--- src/hw/rtl/cml_pkg.sv ---
package cml_pkg;

  // Default frame limits for the top level
  localparam int unsigned MAX_COLUMNS_DEF = 1024;
  localparam int unsigned MAX_ROWS_DEF    = 1024;

  // Register file
  localparam int unsigned CFG_INDEX_W = 2;
  localparam int unsigned CFG_DATA_W  = 11;
  localparam int unsigned LEVEL_W     = 8;
  localparam int unsigned GEOM_W      = 11;

  typedef enum logic [CFG_INDEX_W-1:0] {
    REG_LEVEL_LOW     = 2'd0,
    REG_LEVEL_HIGH    = 2'd1,
    REG_FRAME_COLUMNS = 2'd2,
    REG_FRAME_ROWS    = 2'd3
  } cfg_reg_t;

  localparam logic [LEVEL_W-1:0] LEVEL_LOW_RST     = 8'd200;
  localparam logic [LEVEL_W-1:0] LEVEL_HIGH_RST    = 8'd255;
  localparam logic [GEOM_W-1:0]  FRAME_COLUMNS_RST = 11'd640;
  localparam logic [GEOM_W-1:0]  FRAME_ROWS_RST    = 11'd480;

  // Result item
  localparam int unsigned OUT_IDX_W = 10;
  localparam int unsigned RES_DEPTH = 4;
  localparam int unsigned RES_PTR_W = 2;
  localparam int unsigned RES_CNT_W = 3;

  typedef struct packed {
    logic [OUT_IDX_W-1:0] cross_col;
    logic                 col_found;
    logic [OUT_IDX_W-1:0] cross_row;
    logic                 row_found;
  } result_t;

endpackage

--- src/hw/rtl/cml_result_fifo.sv ---
module cml_result_fifo (
  input  logic                               clk,
  input  logic                               rst,
  input  logic                               push,
  input  cml_pkg::result_t                   push_data,
  input  logic                               pop,
  output logic                               valid,
  output cml_pkg::result_t                   data,
  output logic [cml_pkg::RES_CNT_W-1:0]      count
);

  cml_pkg::result_t                  entries [cml_pkg::RES_DEPTH];
  logic [cml_pkg::RES_PTR_W-1:0]     wr_ptr;
  logic [cml_pkg::RES_PTR_W-1:0]     rd_ptr;
  logic                              do_pop;

  assign valid  = (count != '0);
  assign data   = entries[rd_ptr];
  assign do_pop = pop && valid;

  // Store pushed results
  always_ff @(posedge clk) begin
    if (push) begin
      entries[wr_ptr] <= push_data;
    end
  end

  // Advance pointers and occupancy
  always_ff @(posedge clk) begin
    if (rst) begin
      wr_ptr <= '0;
      rd_ptr <= '0;
      count  <= '0;
    end else begin
      if (push) begin
        wr_ptr <= wr_ptr + 1'b1;
      end
      if (do_pop) begin
        rd_ptr <= rd_ptr + 1'b1;
      end
      if (push && !do_pop) begin
        count <= count + 1'b1;
      end else if (do_pop && !push) begin
        count <= count - 1'b1;
      end
    end
  end

  a_no_overflow: assert property (@(posedge clk) disable iff (rst)
    push |-> (count < cml_pkg::RES_CNT_W'(cml_pkg::RES_DEPTH)) || do_pop)
    else $error("result fifo overflow");

  a_count_bound: assert property (@(posedge clk) disable iff (rst)
    count <= cml_pkg::RES_CNT_W'(cml_pkg::RES_DEPTH))
    else $error("result fifo count out of range");

  a_pop_moves: assert property (@(posedge clk) disable iff (rst)
    (do_pop && !push) |=> (count == $past(count) - 1'b1))
    else $error("result fifo pop lost");

endmodule
--- config.mk ---
export PLATFORM = sky130hd
export DESIGN_NAME = cml_result_fifo
export DESIGN_NICKNAME = d
export VERILOG_FILES = /design/src/hw/rtl/cml_pkg.sv /design/src/hw/rtl/cml_result_fifo.sv
export SDC_FILE = /design/constraint.sdc
export NUM_CORES = 1
export LEC_CHECK = 0
export ABC_CLOCK_PERIOD_IN_PS = 3170
export BUFFER_PORTS_ARGS = -buffer_cell sky130_fd_sc_hd__buf_2
export CAP_MARGIN = 20
export CORE_MARGIN = 2
export CORE_UTILIZATION = 45
export CTS_CLUSTER_DIAMETER = 100
export DETAILED_ROUTE_END_ITERATION = 12
export GPL_TIMING_DRIVEN = 0
export PLACE_DENSITY = 0.73
export SYNTH_ARGS = -nofsm -noshare
export SYNTH_HDL_FRONTEND = slang
export SYNTH_SLANG_ARGS = --single-unit
--- constraint.sdc ---
create_clock -name clk -period 3.17 [get_ports clk]
set_input_delay 0 -clock clk [delete_from_list [all_inputs] [get_ports clk]]
set_output_delay 0 -clock clk [all_outputs]
set_load 0.005 [all_outputs]
Word-level counts from Yosys, hierarchy flattened --
Memories as Yosys holds them, arrays and structs flattened. A register that Yosys moved wholly into a read port is not among the register bits. Cells that the tools add are included.
Word-level totals: register bits after elaboration 7, latch bits 0, memory bits (writable) 88, ROM bits 0, bits of input ports 26, memories 1
Cells by class: $add $sub $neg 4, $mul 0, div/mod/pow operators 0, order comparisons 0, eq/ne operators 0, shift operators 0, muxes and demuxes 6, bitwise gates (word level) 0, reductions and logical operators 7
Memory list:
- entries | words 4, width 22, read ports 1, clocked after Yosys merged registers in 1, wr ports 1, line cml_result_fifo.sv:12 | cml_pkg::result_t entries [cml_pkg::RES_DEPTH];
Operators with widths (number):
- two-way mux 3 bit | 2
- adder 2 x 1 -> 2 bit, second input constant | 2
- two-way mux 2 bit | 2
- adder 3 x 1 -> 3 bit, second input constant | 1
- logical AND 1 bit | 3
- nonzero test 3 bit | 1
- subtractor 3 x 1 -> 3 bit, second input constant | 1
- logical NOT 1 bit | 2
- two-way mux 1 bit | 2
- nonzero test 2 bit | 1

Longest topological paths before layout --
Gate-level depths: netlist of run 1.
depth after elaboration 5, mapped depth 7, mapped depth without buffers 7

Worst setup path after synthesis of run 1 --
No wires, ideal clock.
kind register to register, start reg count[0] (netlist name), end reg count[2] (netlist name), arrival time 1842 ps, required time 3100 ps, setup slack 1258 ps, cell stages (with the launch flop) 8, buffers on the path 0, clock period less this slack 1912 ps, path through dfxtp_1 o31ai_2 ha_1 inv_1 fa_1 xor2_1 or3_1 a21oi_1
Between the ends: longest elaborated chain between the ends 5
Ends and longest elaborated chain:
- start, declared | line cml_result_fifo.sv:9 | output logic [cml_pkg::RES_CNT_W-1:0] count
- start signal, assigned | line cml_result_fifo.sv:42 | count <= count + 1'b1;
- start signal, assigned | line cml_result_fifo.sv:44 | count <= count - 1'b1;
- parallel branches: the longest is 5 deep, another holds subtractor 3 x 1 -> 3 bit
Parallel ways; which one is timed is not known. The select of a mux whose other input is x is not followed. A chain may end at the register's enable or synchronous reset.

Final worst setup path of run 1 --
Ends and elaborated chain as after synthesis.

==> metrics.md, run 1 <==
| Metric | Value |
|---|---|
| Pre-CTS WS | about 1100 ps |
| Avg Vias per Cell | 4.92 |
| Layout area overhead | 25.8% |
| R2r endpoint | count[2] |
| Total power | 3080 uW |
| Initial antenna violation count | 0 |
| Final count of negative-setup-slack endpoints | 0 |
| F_max | around 490 MHz |
| H-tree depth | 3 |
| Seq pwr share | 0.499 |
| Ys Warns | 0 |
| Count leader, synth | edfxtp_1 |
| Post-synthesis cell count | approximately 160 |
| RR Startpoint | count[0] |
| Share of layout cells above drive strength 1 | 0.369 |
| CTS tree | done |
| Switching pwr | roughly 750 uW |
| Setup tns final | 0 ps |
| Routed length per instance | around 16 um |
| Worst Hold End | rd_ptr[0] |
| Largest net degree at the start of global routing | 23 |
| Detailed-route wire length | 5790 um |
| Vias in the first global route | 1662 |
| Final Hold Fails | 0 |
| Worst Setup End Kind | flip-flop |
| PortBufs | 50 |
| Largest cells by area after synthesis | edfxtp_1 (73%), mux4_2 (12%), dfxtp_1 (5.0%), ha_1 (1.7%), mux4_1 (1.5%) |
| First-pass GRT wire length | 8670 um |
| Gate power share | 0.225 |
| Hold Path Class | in2reg |
| Placer's final routability congestion estimate | 0.713 |
| Synth top area share | 0.731 |
| Starting DRT DRC Count | 87 |
| I/O pin total | between 50 and 60 |
| Die area | about 0.0088 mm^2 |
| Internal power | roughly 2300 uW |
| Yosys reg bits | 97 |
| Worst setup margin | around 1100 ps |
| Maxcap violations | 0 |
| Num CTS Buffers | 9 |
| Leading area contributor after synthesis | edfxtp_1 |
| WS Path Type | reg2reg |
| ANT cells | 0 |
| Worst skew pair latency | 360 ps |
| Worst Hold Launch | pop |
| Chip height | 93.6 um |
| Slew Viols, Final | 0 |
| Reg2reg setup slack | approximately 1100 ps |
| CTS Root Cell | clkbuf_8 |
| Worst path arrival time | approximately 2300 ps |
| Sequential-to-total area share from yosys stat | 0.781 |
| Vias post-DR | ~1700 |
| Final ANT Viol Nets | 0 |
| Mapped Nets | ~190 |
| # DRC | 0 |
| Longest Clk Path Bufs | 2 |
| Top post-synthesis cells by count | edfxtp_1 (88), mux4_2 (20), dfxtp_1 (9), nor2_1 (7), ha_1 (5) |
| Fin crit share | 0.642 |
| Avg Cell Area, Syn | ~23 um^2 |
| Post-CTS Setup Bufs | 0 |
| Static Leak | about 0.0016 uW |
| Fin Clk Skew | 6.52 ps |
| Post-layout util | 0.585 |
| Post-Syn Area | approximately 0.0036 mm^2 |
| Die X | about 94 um |
| Final nets | 279 |
| Post-cts sizing count | 0 |
| Hold Crit Depth | 4 |
| CTS clock-pin slew for the worst setup and hold paths | 80 ps |
| Core Area | 0.00777 mm^2 |
| Kind of start point of the critical path | flip-flop |
| Global route overflow | 0 |
| Clock power share | 0.276 |
| Main flop type after synthesis | edfxtp_1 |
| FF-to-FF path depth | 7 |
| # hold bufs at CTS | 25 |
| Worst Path Required | ~3500 ps |
| Post-detail-place hpwl | 3460 um |
| Pwr Density | between 600 and 700 mW/mm^2 |
| Critical Path Fanout Max | 6 |
| Num rows | 32 |
| Unrepaired setup endpoints after global routing | false |
| 1st-pass router iterations | 4 |
| Clk sinks | slightly below 100 |
| Post-synth EDFFs | between 80 and 90 |
| Worst slew pin tran | around 620 ps |
| Minimum clock period | 2040 ps |
| Peak supply drop | about 380 uV |
| Switch share | 0.245 |
| Total track usage | 0.137 |
| Post-synth ARST share | 0 |
| Yosys cell types | 20 |
| Max transition margin | 0.583 |
| Initial Utilization | 0.465 |
| Outcome | completed |
==> worst max-delay path, stage by stage, from the launching register on <==
cell and delay, ps:
dfxtp_1 390, o31ai_2 310, ha_1 240, inv_1 60, fa_1 370, xor2_1 150
or3_1 300, a21oi_1 140
==> placed cells by master, fill, tap and decap left out <==
| master | n |
|---|---|
| buf_8 | 2 |
| dlygate4sd3_1 | 25 |
| mux2i_1 | 2 |
| inv_6 | 1 |
| dfxtp_1 | 9 |
| and2_1 | 4 |
| fa_1 | 1 |
| o21ai_0 | 1 |
| clkinv_4 | 2 |
| xnor2_1 | 1 |
| o31ai_2 | 1 |
| inv_1 | 3 |
| buf_16 | 2 |
| edfxtp_1 | 88 |
| buf_6 | 2 |
| clkbuf_8 | 9 |
| mux4_1 | 2 |
| mux4_2 | 20 |
| ha_1 | 5 |
| clkinv_1 | 1 |
| bufinv_16 | 2 |
| nor2_1 | 7 |
| o311ai_1 | 1 |
| xor2_1 | 4 |
| buf_2 | 52 |
| clkbuf_1 | 2 |
| a21oi_1 | 1 |
| or3_1 | 2 |
==> area by class of cell <==
class                      count  area, um^2
buffer                         5        36.3
multi-input combinational     52         744
clock buffer                  10         128
inverter                       3        11.3
sequential                    97        2820
fill                         571        3220
timing repair buffer          79         586
tap                          102         128
clock inverter                 6        90.1
==> worst max path at each step <==
stage	slack (ps)	cells after the start	end	start
6_report	1130	7	count[2]	count[0]
5_1_grt	960	7	count[2]	count[0]
3_5_place_dp	1130	7	count[2]	count[0]
2_1_floorplan	1260	7	count[2]	count[0]
4_1_cts	1110	7	count[2]	count[0]
3_3_place_gp	1180	7	count[2]	count[0]
==> state kept, by name (all words and copies together) (netlist names), named ones only <==
register  count
count         3
wr_ptr        2
rd_ptr        2
entries      88
==> stage by stage <==
stage                     instance area (um^2)  std cells  hold WS, ps
after floorplan                           3610        157         98.9
after global placement                    3990        309          213
after detailed placement                  3990        309          215
after CTS                                 4460        350         12.6
after global routing                      4550        354         45.9
final                                     4550        354         23.4
==> kinds of logic after synthesis <==
logic type,count (synthesis),share of synthesized area
and+or+nand+nor,13,0.0177
DFF,97,0.781
xor gates and xnor gates,5,0.0121
AOI/OAI and AO/OA,4,0.00865
muxes,24,0.145
adders and majority gates,6,0.0228
buffers and inverters,8,0.0132
==> metal layers <==
metal | global-route usage | vias up | share of wire
met1 | 0.178 | 863 | 0.45
met5 | 0 | - | 0
li1 | - | 828 | -
met3 | 0.0355 | 9 | 0.049
met4 | 0.0616 | 0 | 0.013
met2 | 0.219 | 42 | 0.48
==> power by group through the flow <==
stage	logic [uW]	registers, uW	clock network (uW)
global placement	656	1570	0
finish	692	1540	852
CTS	695	1540	866
detailed placement	669	1570	0
floorplan	437	1560	0
global route	764	1550	921
Power figures use the tool's default switching activity.
==> run 2, diff against run 1 <==
ABC_CLOCK_PERIOD_IN_PS = 1900   (was 3170)
clock period = 1.9 ns   (was 3.17 ns; I/O delays follow)
==> metrics.md, run 2 (synthesis results as in run 1) <==
| Metric | Value |
|---|---|
| Outcome | completed (unchanged) |
| WS Path Type | reg2reg (unchanged) |
| Final count of negative-setup-slack endpoints | 0 (unchanged) |
| Detailed-route wire length | 5920 um (was 5790 um) |
| Total track usage | 0.148 (was 0.137) |
| Final nets | 282 (was 279) |
| ANT cells | 0 (unchanged) |
| RR Startpoint | count[0] (unchanged) |
| Die X | 93.6 um (unchanged) |
| CTS Root Cell | clkbuf_8 (unchanged) |
| Hold Crit Depth | 3 (was 4) |
| Worst Path Buf+Inv | 1 (unchanged) |
| Post-layout util | 0.590 (was 0.585) |
| Worst path arrival time | 2160 ps (was 2320 ps) |
| Biggest register | entries (unchanged) |
| # DRC | 0 (unchanged) |
| Worst skew pair latency | 360 ps (about the same) |
| Kind of start point of the critical path | flip-flop (unchanged) |
| Routed length per instance | 16.6 um (was 16.3 um) |
| Clk sinks | 97 (unchanged) |
| Avg Vias per Cell | 5.05 (was 4.92) |
| Flip-flop count of the largest register after layout | 88 (unchanged) |
| Final Hold Fails | 0 (unchanged) |
| Worst Path Required | 2190 ps (was 3450 ps) |
| Longest Clk Path Bufs | 2 (unchanged) |
| Final ANT Viol Nets | 0 (unchanged) |
| Chip height | 93.6 um (unchanged) |
| Global route overflow | 0 (unchanged) |
| Starting DRT DRC Count | 86 (was 87) |
| Layout Cells excl Fill | 357 (was 354) |
| Pwr Density | 1120 mW/mm^2 (was 678 mW/mm^2) |
| H-tree depth | 3 (unchanged) |
| CTS tree | done (unchanged) |
| Core Area | 0.00777 mm^2 (unchanged) |
| Num CTS Buffers | 9 (unchanged) |
| Initial antenna violation count | 0 (unchanged) |
| Critical Path Slowest Stage Cell | dfxtp_4 (was dfxtp_1) |
| Placed insts | 311 (was 309) |
| Initial Utilization | 0.465 (unchanged) |
| CP max stage delay | 360 ps (was 390 ps) |
| Unrepaired setup endpoints after global routing | true (was false) |
| Num rows | 32 (unchanged) |
| Hold Path Class | in2reg (unchanged) |
| Reg2reg setup slack | 30 ps (was 1130 ps) |
| CTS clock-pin slew for the worst setup and hold paths | 90 ps (was 80 ps) |
| Max transition margin | 0.585 (was 0.583) |
| Most frequent cells in the layout | edfxtp_1 (88), buf_2 (52), dlygate4sd3_1 (23), mux4_2 (20), clkbuf_8 (9) (was edfxtp_1 (88), buf_2 (52), dlygate4sd3_1 (25), mux4_2 (20)) |
| CP top delay family | adder cells (unchanged) |
| Placer's final routability congestion estimate | 0.705 (was 0.713) |
| CP cell instances | o31ai_4, ha_2, inv_1, fa_2, xor2_1, or3_1, a21oi_1 (was o31ai_2, ha_1, inv_1, fa_1, xor2_1, or3_1, a21oi_1) |
| Layout area overhead | 26.8% (was 25.8%) |
| Share of layout cells above drive strength 1 | 0.412 (was 0.369) |
| Slew Viols, Final | 0 (unchanged) |
| Peak supply drop | 634 uV (was 383 uV) |
| F_max | 534 MHz (was 491 MHz) |
| Worst slew pin tran | 623 ps (was 625 ps) |
| Maxcap violations | 0 (unchanged) |
| Vias in the first global route | 1884 (was 1662) |
| First-pass GRT wire length | 9460 um (was 8670 um) |
| R2r endpoint | count[2] (unchanged) |
| Largest registers | entries (88), count (3) (unchanged) |
| Worst Setup End Kind | flip-flop (unchanged) |
| Fin crit share | 0.986 (was 0.642) |
| I/O pin total | 52 (unchanged) |
| Minimum clock period | 1870 ps (was 2040 ps) |
| PortBufs | 50 (unchanged) |
| Post-detail-place hpwl | 3660 um (was 3460 um) |
| 1st-pass router iterations | 4 (unchanged) |
| Fin Clk Skew | 9.52 ps (was 6.52 ps) |
| Commonest non-fill, non-tap cell in the layout | edfxtp_1 (unchanged) |
| Largest net degree at the start of global routing | 23 (unchanged) |
| Hold slack | 12.2 ps (was 23.4 ps) |
| Vias post-DR | 1803 (was 1742) |
| Worst Hold Launch | push (was pop) |
| Die area | 0.00877 mm^2 (unchanged) |
| Worst Hold End | wr_ptr[0] (was rd_ptr[0]) |
| Critical Path Fanout Max | 2 (was 6) |
| FF-to-FF path depth | 7 (unchanged) |
| Static Leak | 0.00162 uW (was 0.00161 uW) |
| Setup tns final | 0 ps (unchanged) |
[run 2: how the worst max path moves through the flow]
stage | start | to | slack [ps] | depth (start not counted)
after floorplan | count[2] | count[2] | 4 | 7
after global placement | count[0] | count[2] | -60 | 7
after detailed placement | count[0] | count[2] | -90 | 7
after CTS | wr_ptr[0] | entries[3][18] | 0.2 | 2
after global routing | count[0] | count[2] | -40 | 7
final | count[0] | count[2] | 30 | 7
[run 2: metrics by stage]
stage,setup WS [ps],power [uW],cell area [um^2]
after global placement,-63.8,3710,4000
after detailed placement,-85.1,3760,4050
final,26.9,5140,4580
after global routing,-40.6,5390,4580
after floorplan,4.42,3330,3620
after CTS,0.227,5180,4530
[run 2: area by class of cell]
class | count | area [um^2]
Tap cell | 102 | 128
Multi-Input combinational cell | 52 | 758
Timing Repair Buffer | 82 | 616
Clock buffer | 9 | 124
Inverter | 3 | 11.3
Sequential cell | 97 | 2830
Clock inverter | 7 | 78.8
Buffer | 5 | 36.3
Fill cell | 581 | 3180
[run 2: report_power, final]
| part | switching (uW) | total (uW) | internal [uW] |
|---|---|---|---|
| Sequential | 85.4 | 2570 | 2480 |
| Combinational | 524 | 1240 | 715 |
| Clock | 707 | 1330 | 624 |
[run 2: per-layer routing]
metal	share of wire	routed length [um]	track usage
met1	0.42	2510	0.181
met2	0.51	3050	0.249
met3	0.040	239	0.0322
met4	0.022	128	0.0773
met5	0	0	0
[run 2: tightest hold or removal path, cell delays in order]
cell and delay (ps):
buf_2 170, xnor2_1 90, nor2_1 70
[run 2: repair_timing]
item,CTS,global route
hold buffers,23,0
resized for setup,5,0
setup buffers,4,1
setup endpoints to repair,1,1
hold endpoints to repair,94,0
pin swaps,2,3
==> run 3, diff against run 2 <==
PLACE_DENSITY = 0.65   (was 0.73)
==> metrics.md, run 3 (synthesis results as in run 1) <==
| Metric | Value |
|---|---|
| Layout area overhead | 26.9% (was 26.8%) |
| Core Area | 0.00777 mm^2 (unchanged) |
| Num rows | 32 (unchanged) |
| RR Startpoint | count[0] (unchanged) |
| CTS Root Cell | clkbuf_8 (unchanged) |
| Routed length per instance | 16.4 um (was 16.6 um) |
| Maxcap violations | 0 (unchanged) |
| CTS clock-pin slew for the worst setup and hold paths | 90 ps (about the same) |
| Die X | 93.6 um (unchanged) |
| Flip-flop count of the largest register after layout | 88 (unchanged) |
| Final nets | 283 (was 282) |
| Post-detail-place hpwl | 3790 um (was 3660 um) |
| Longest Clk Path Bufs | 2 (unchanged) |
| I/O pin total | 52 (unchanged) |
| Critical Path Fanout Max | 2 (unchanged) |
| Critical Path Slowest Stage Cell | dfxtp_4 (unchanged) |
| Chip height | 93.6 um (unchanged) |
| Pwr Density | 1100 mW/mm^2 (was 1120 mW/mm^2) |
| WS Path Type | reg2reg (unchanged) |
| Detailed-route wire length | 5860 um (was 5920 um) |
| Final ANT Viol Nets | 0 (unchanged) |
| Global route overflow | 0 (unchanged) |
| Placed insts | 312 (was 311) |
| Kind of start point of the critical path | flip-flop (unchanged) |
| Vias in the first global route | 1815 (was 1884) |
| Fin crit share | 0.970 (was 0.986) |
| Starting DRT DRC Count | 135 (was 86) |
| Most frequent cells in the layout | edfxtp_1 (88), buf_2 (52), dlygate4sd3_1 (25), mux4_2 (20), clkbuf_8 (9) (was edfxtp_1 (88), buf_2 (52), dlygate4sd3_1 (23), mux4_2 (20), clkbuf_8 (9)) |
| First-pass GRT wire length | 9070 um (was 9460 um) |
| PortBufs | 50 (unchanged) |
| ANT cells | 0 (unchanged) |
| Initial antenna violation count | 0 (unchanged) |
| Minimum clock period | 1840 ps (was 1870 ps) |
| Hold Path Class | in2reg (unchanged) |
| Worst Path Required | 2180 ps (was 2190 ps) |
| Setup tns final | 0 ps (unchanged) |
| Outcome | completed (unchanged) |
| Worst slew pin tran | 568 ps (was 623 ps) |
| Largest net degree at the start of global routing | 23 (unchanged) |
| Share of layout cells above drive strength 1 | 0.406 (was 0.412) |
| CP cell instances | o31ai_4, ha_2, inv_2, fa_2, xor2_1, or3_1, a21oi_1 (was o31ai_4, ha_2, inv_1, fa_2, xor2_1, or3_1, a21oi_1) |
| 1st-pass router iterations | 4 (unchanged) |
| Hold slack | 84.5 ps (was 12.2 ps) |
| Total power | 5050 uW (was 5140 uW) |
| Initial Utilization | 0.465 (unchanged) |
| Placer's final routability congestion estimate | 0.665 (was 0.705) |
| Slew Viols, Final | 0 (unchanged) |
| Total track usage | 0.143 (was 0.148) |
| Final Hold Fails | 0 (unchanged) |
| H-tree depth | 3 (unchanged) |
| Largest registers | entries (88), count (3) (unchanged) |
| Vias post-DR | 1742 (was 1803) |
| Worst Path Buf+Inv | 1 (unchanged) |
| Reg2reg setup slack | 60 ps (was 30 ps) |
| CTS tree | done (unchanged) |
| Static Leak | 0.00161 uW (was 0.00162 uW) |
| Peak supply drop | 707 uV (was 634 uV) |
| R2r endpoint | count[2] (unchanged) |
| Worst setup margin | 56.8 ps (was 26.9 ps) |
| Avg Vias per Cell | 4.87 (was 5.05) |
| Worst Setup End Kind | flip-flop (unchanged) |
| Worst path arrival time | 2120 ps (was 2160 ps) |
| Worst skew pair latency | 350 ps (was 360 ps) |
| F_max | 543 MHz (was 534 MHz) |
| Die area | 0.00877 mm^2 (unchanged) |
| Unrepaired setup endpoints after global routing | true (unchanged) |
| Fin Clk Skew | 6.10 ps (was 9.52 ps) |
| Biggest register | entries (unchanged) |
| CP top delay family | adder cells (unchanged) |
| Layout Cells excl Fill | 358 (was 357) |
| # DRC | 0 (unchanged) |
| Commonest non-fill, non-tap cell in the layout | edfxtp_1 (unchanged) |
| Max transition margin | 0.621 (was 0.585) |
| Pre-CTS WS | -62.1 ps (was -85.1 ps) |
| Num CTS Buffers | 9 (unchanged) |
| FF-to-FF path depth | 7 (unchanged) |
| Clk sinks | 97 (unchanged) |
| Worst Hold Launch | pop (was push) |
| Filler cell count | 602 (was 581) |
| CP max stage delay | 360 ps (about the same) |
| Final count of negative-setup-slack endpoints | 0 (unchanged) |
| Hold Crit Depth | 4 (was 3) |
## run 3: where the power goes
part / switching, uW / leakage [uW] / internal (uW) / total (uW)
Sequential: 85.2 / 0.000884 / 2480 / 2570
Combinational: 512 / 0.000637 / 706 / 1220
Clock: 661 / 0.0000929 / 605 / 1270
## run 3: repair_timing
item | CTS | global route
buffers inserted | 4 | 0
hold endpoints to repair | 93 | 0
hold buffers | 25 | 0
pin swaps | 2 | 3
resized for setup | 5 | 1
endpoints found under the setup margin | 1 | 1
## run 3: tightest hold or removal path, delay by kind of cell
| family | cells | cell delay [ps] |
|---|---|---|
| buf+inv | 1 | 120 |
| simple gates | 1 | 110 |
| compound gates | 1 | 90 |
| xor+xnor | 1 | 70 |
## run 3: through the flow
stage	area, um^2	util
global placement	4000	0.515
finish	4590	0.591
CTS	4560	0.587
global route	4590	0.591
detailed placement	4070	0.524
floorplan	3620	-
## run 3: area by class of cell
type                            count  area (um^2)  share of cell area
Clock inverter                      7         71.3              0.0155
Multi-Input combinational cell     52          758               0.165
Inverter                            3         11.3             0.00245
Tap cell                          102          128              0.0278
Clock buffer                        9          124              0.0270
Sequential cell                    97         2830               0.617
Buffer                              5         36.3             0.00791
Timing Repair Buffer               83          628               0.137
## run 3: routing by layer
layer | GRT usage | part of all wire
met4 | 0.0543 | 0.0084
met3 | 0.0379 | 0.044
met1 | 0.184 | 0.44
met5 | 0 | 0
met2 | 0.235 | 0.51
## run 3: worst max path at each step
stage,startpoint,end,slack [ps],depth (start not counted)
2_1_floorplan,count[2],count[2],4,7
3_3_place_gp,count[0],count[2],-60,7
3_5_place_dp,count[0],count[2],-60,7
4_1_cts,wr_ptr[0],entries[2][4],30,3
5_1_grt,count[0],count[2],-20,7
6_report,count[0],count[2],60,7
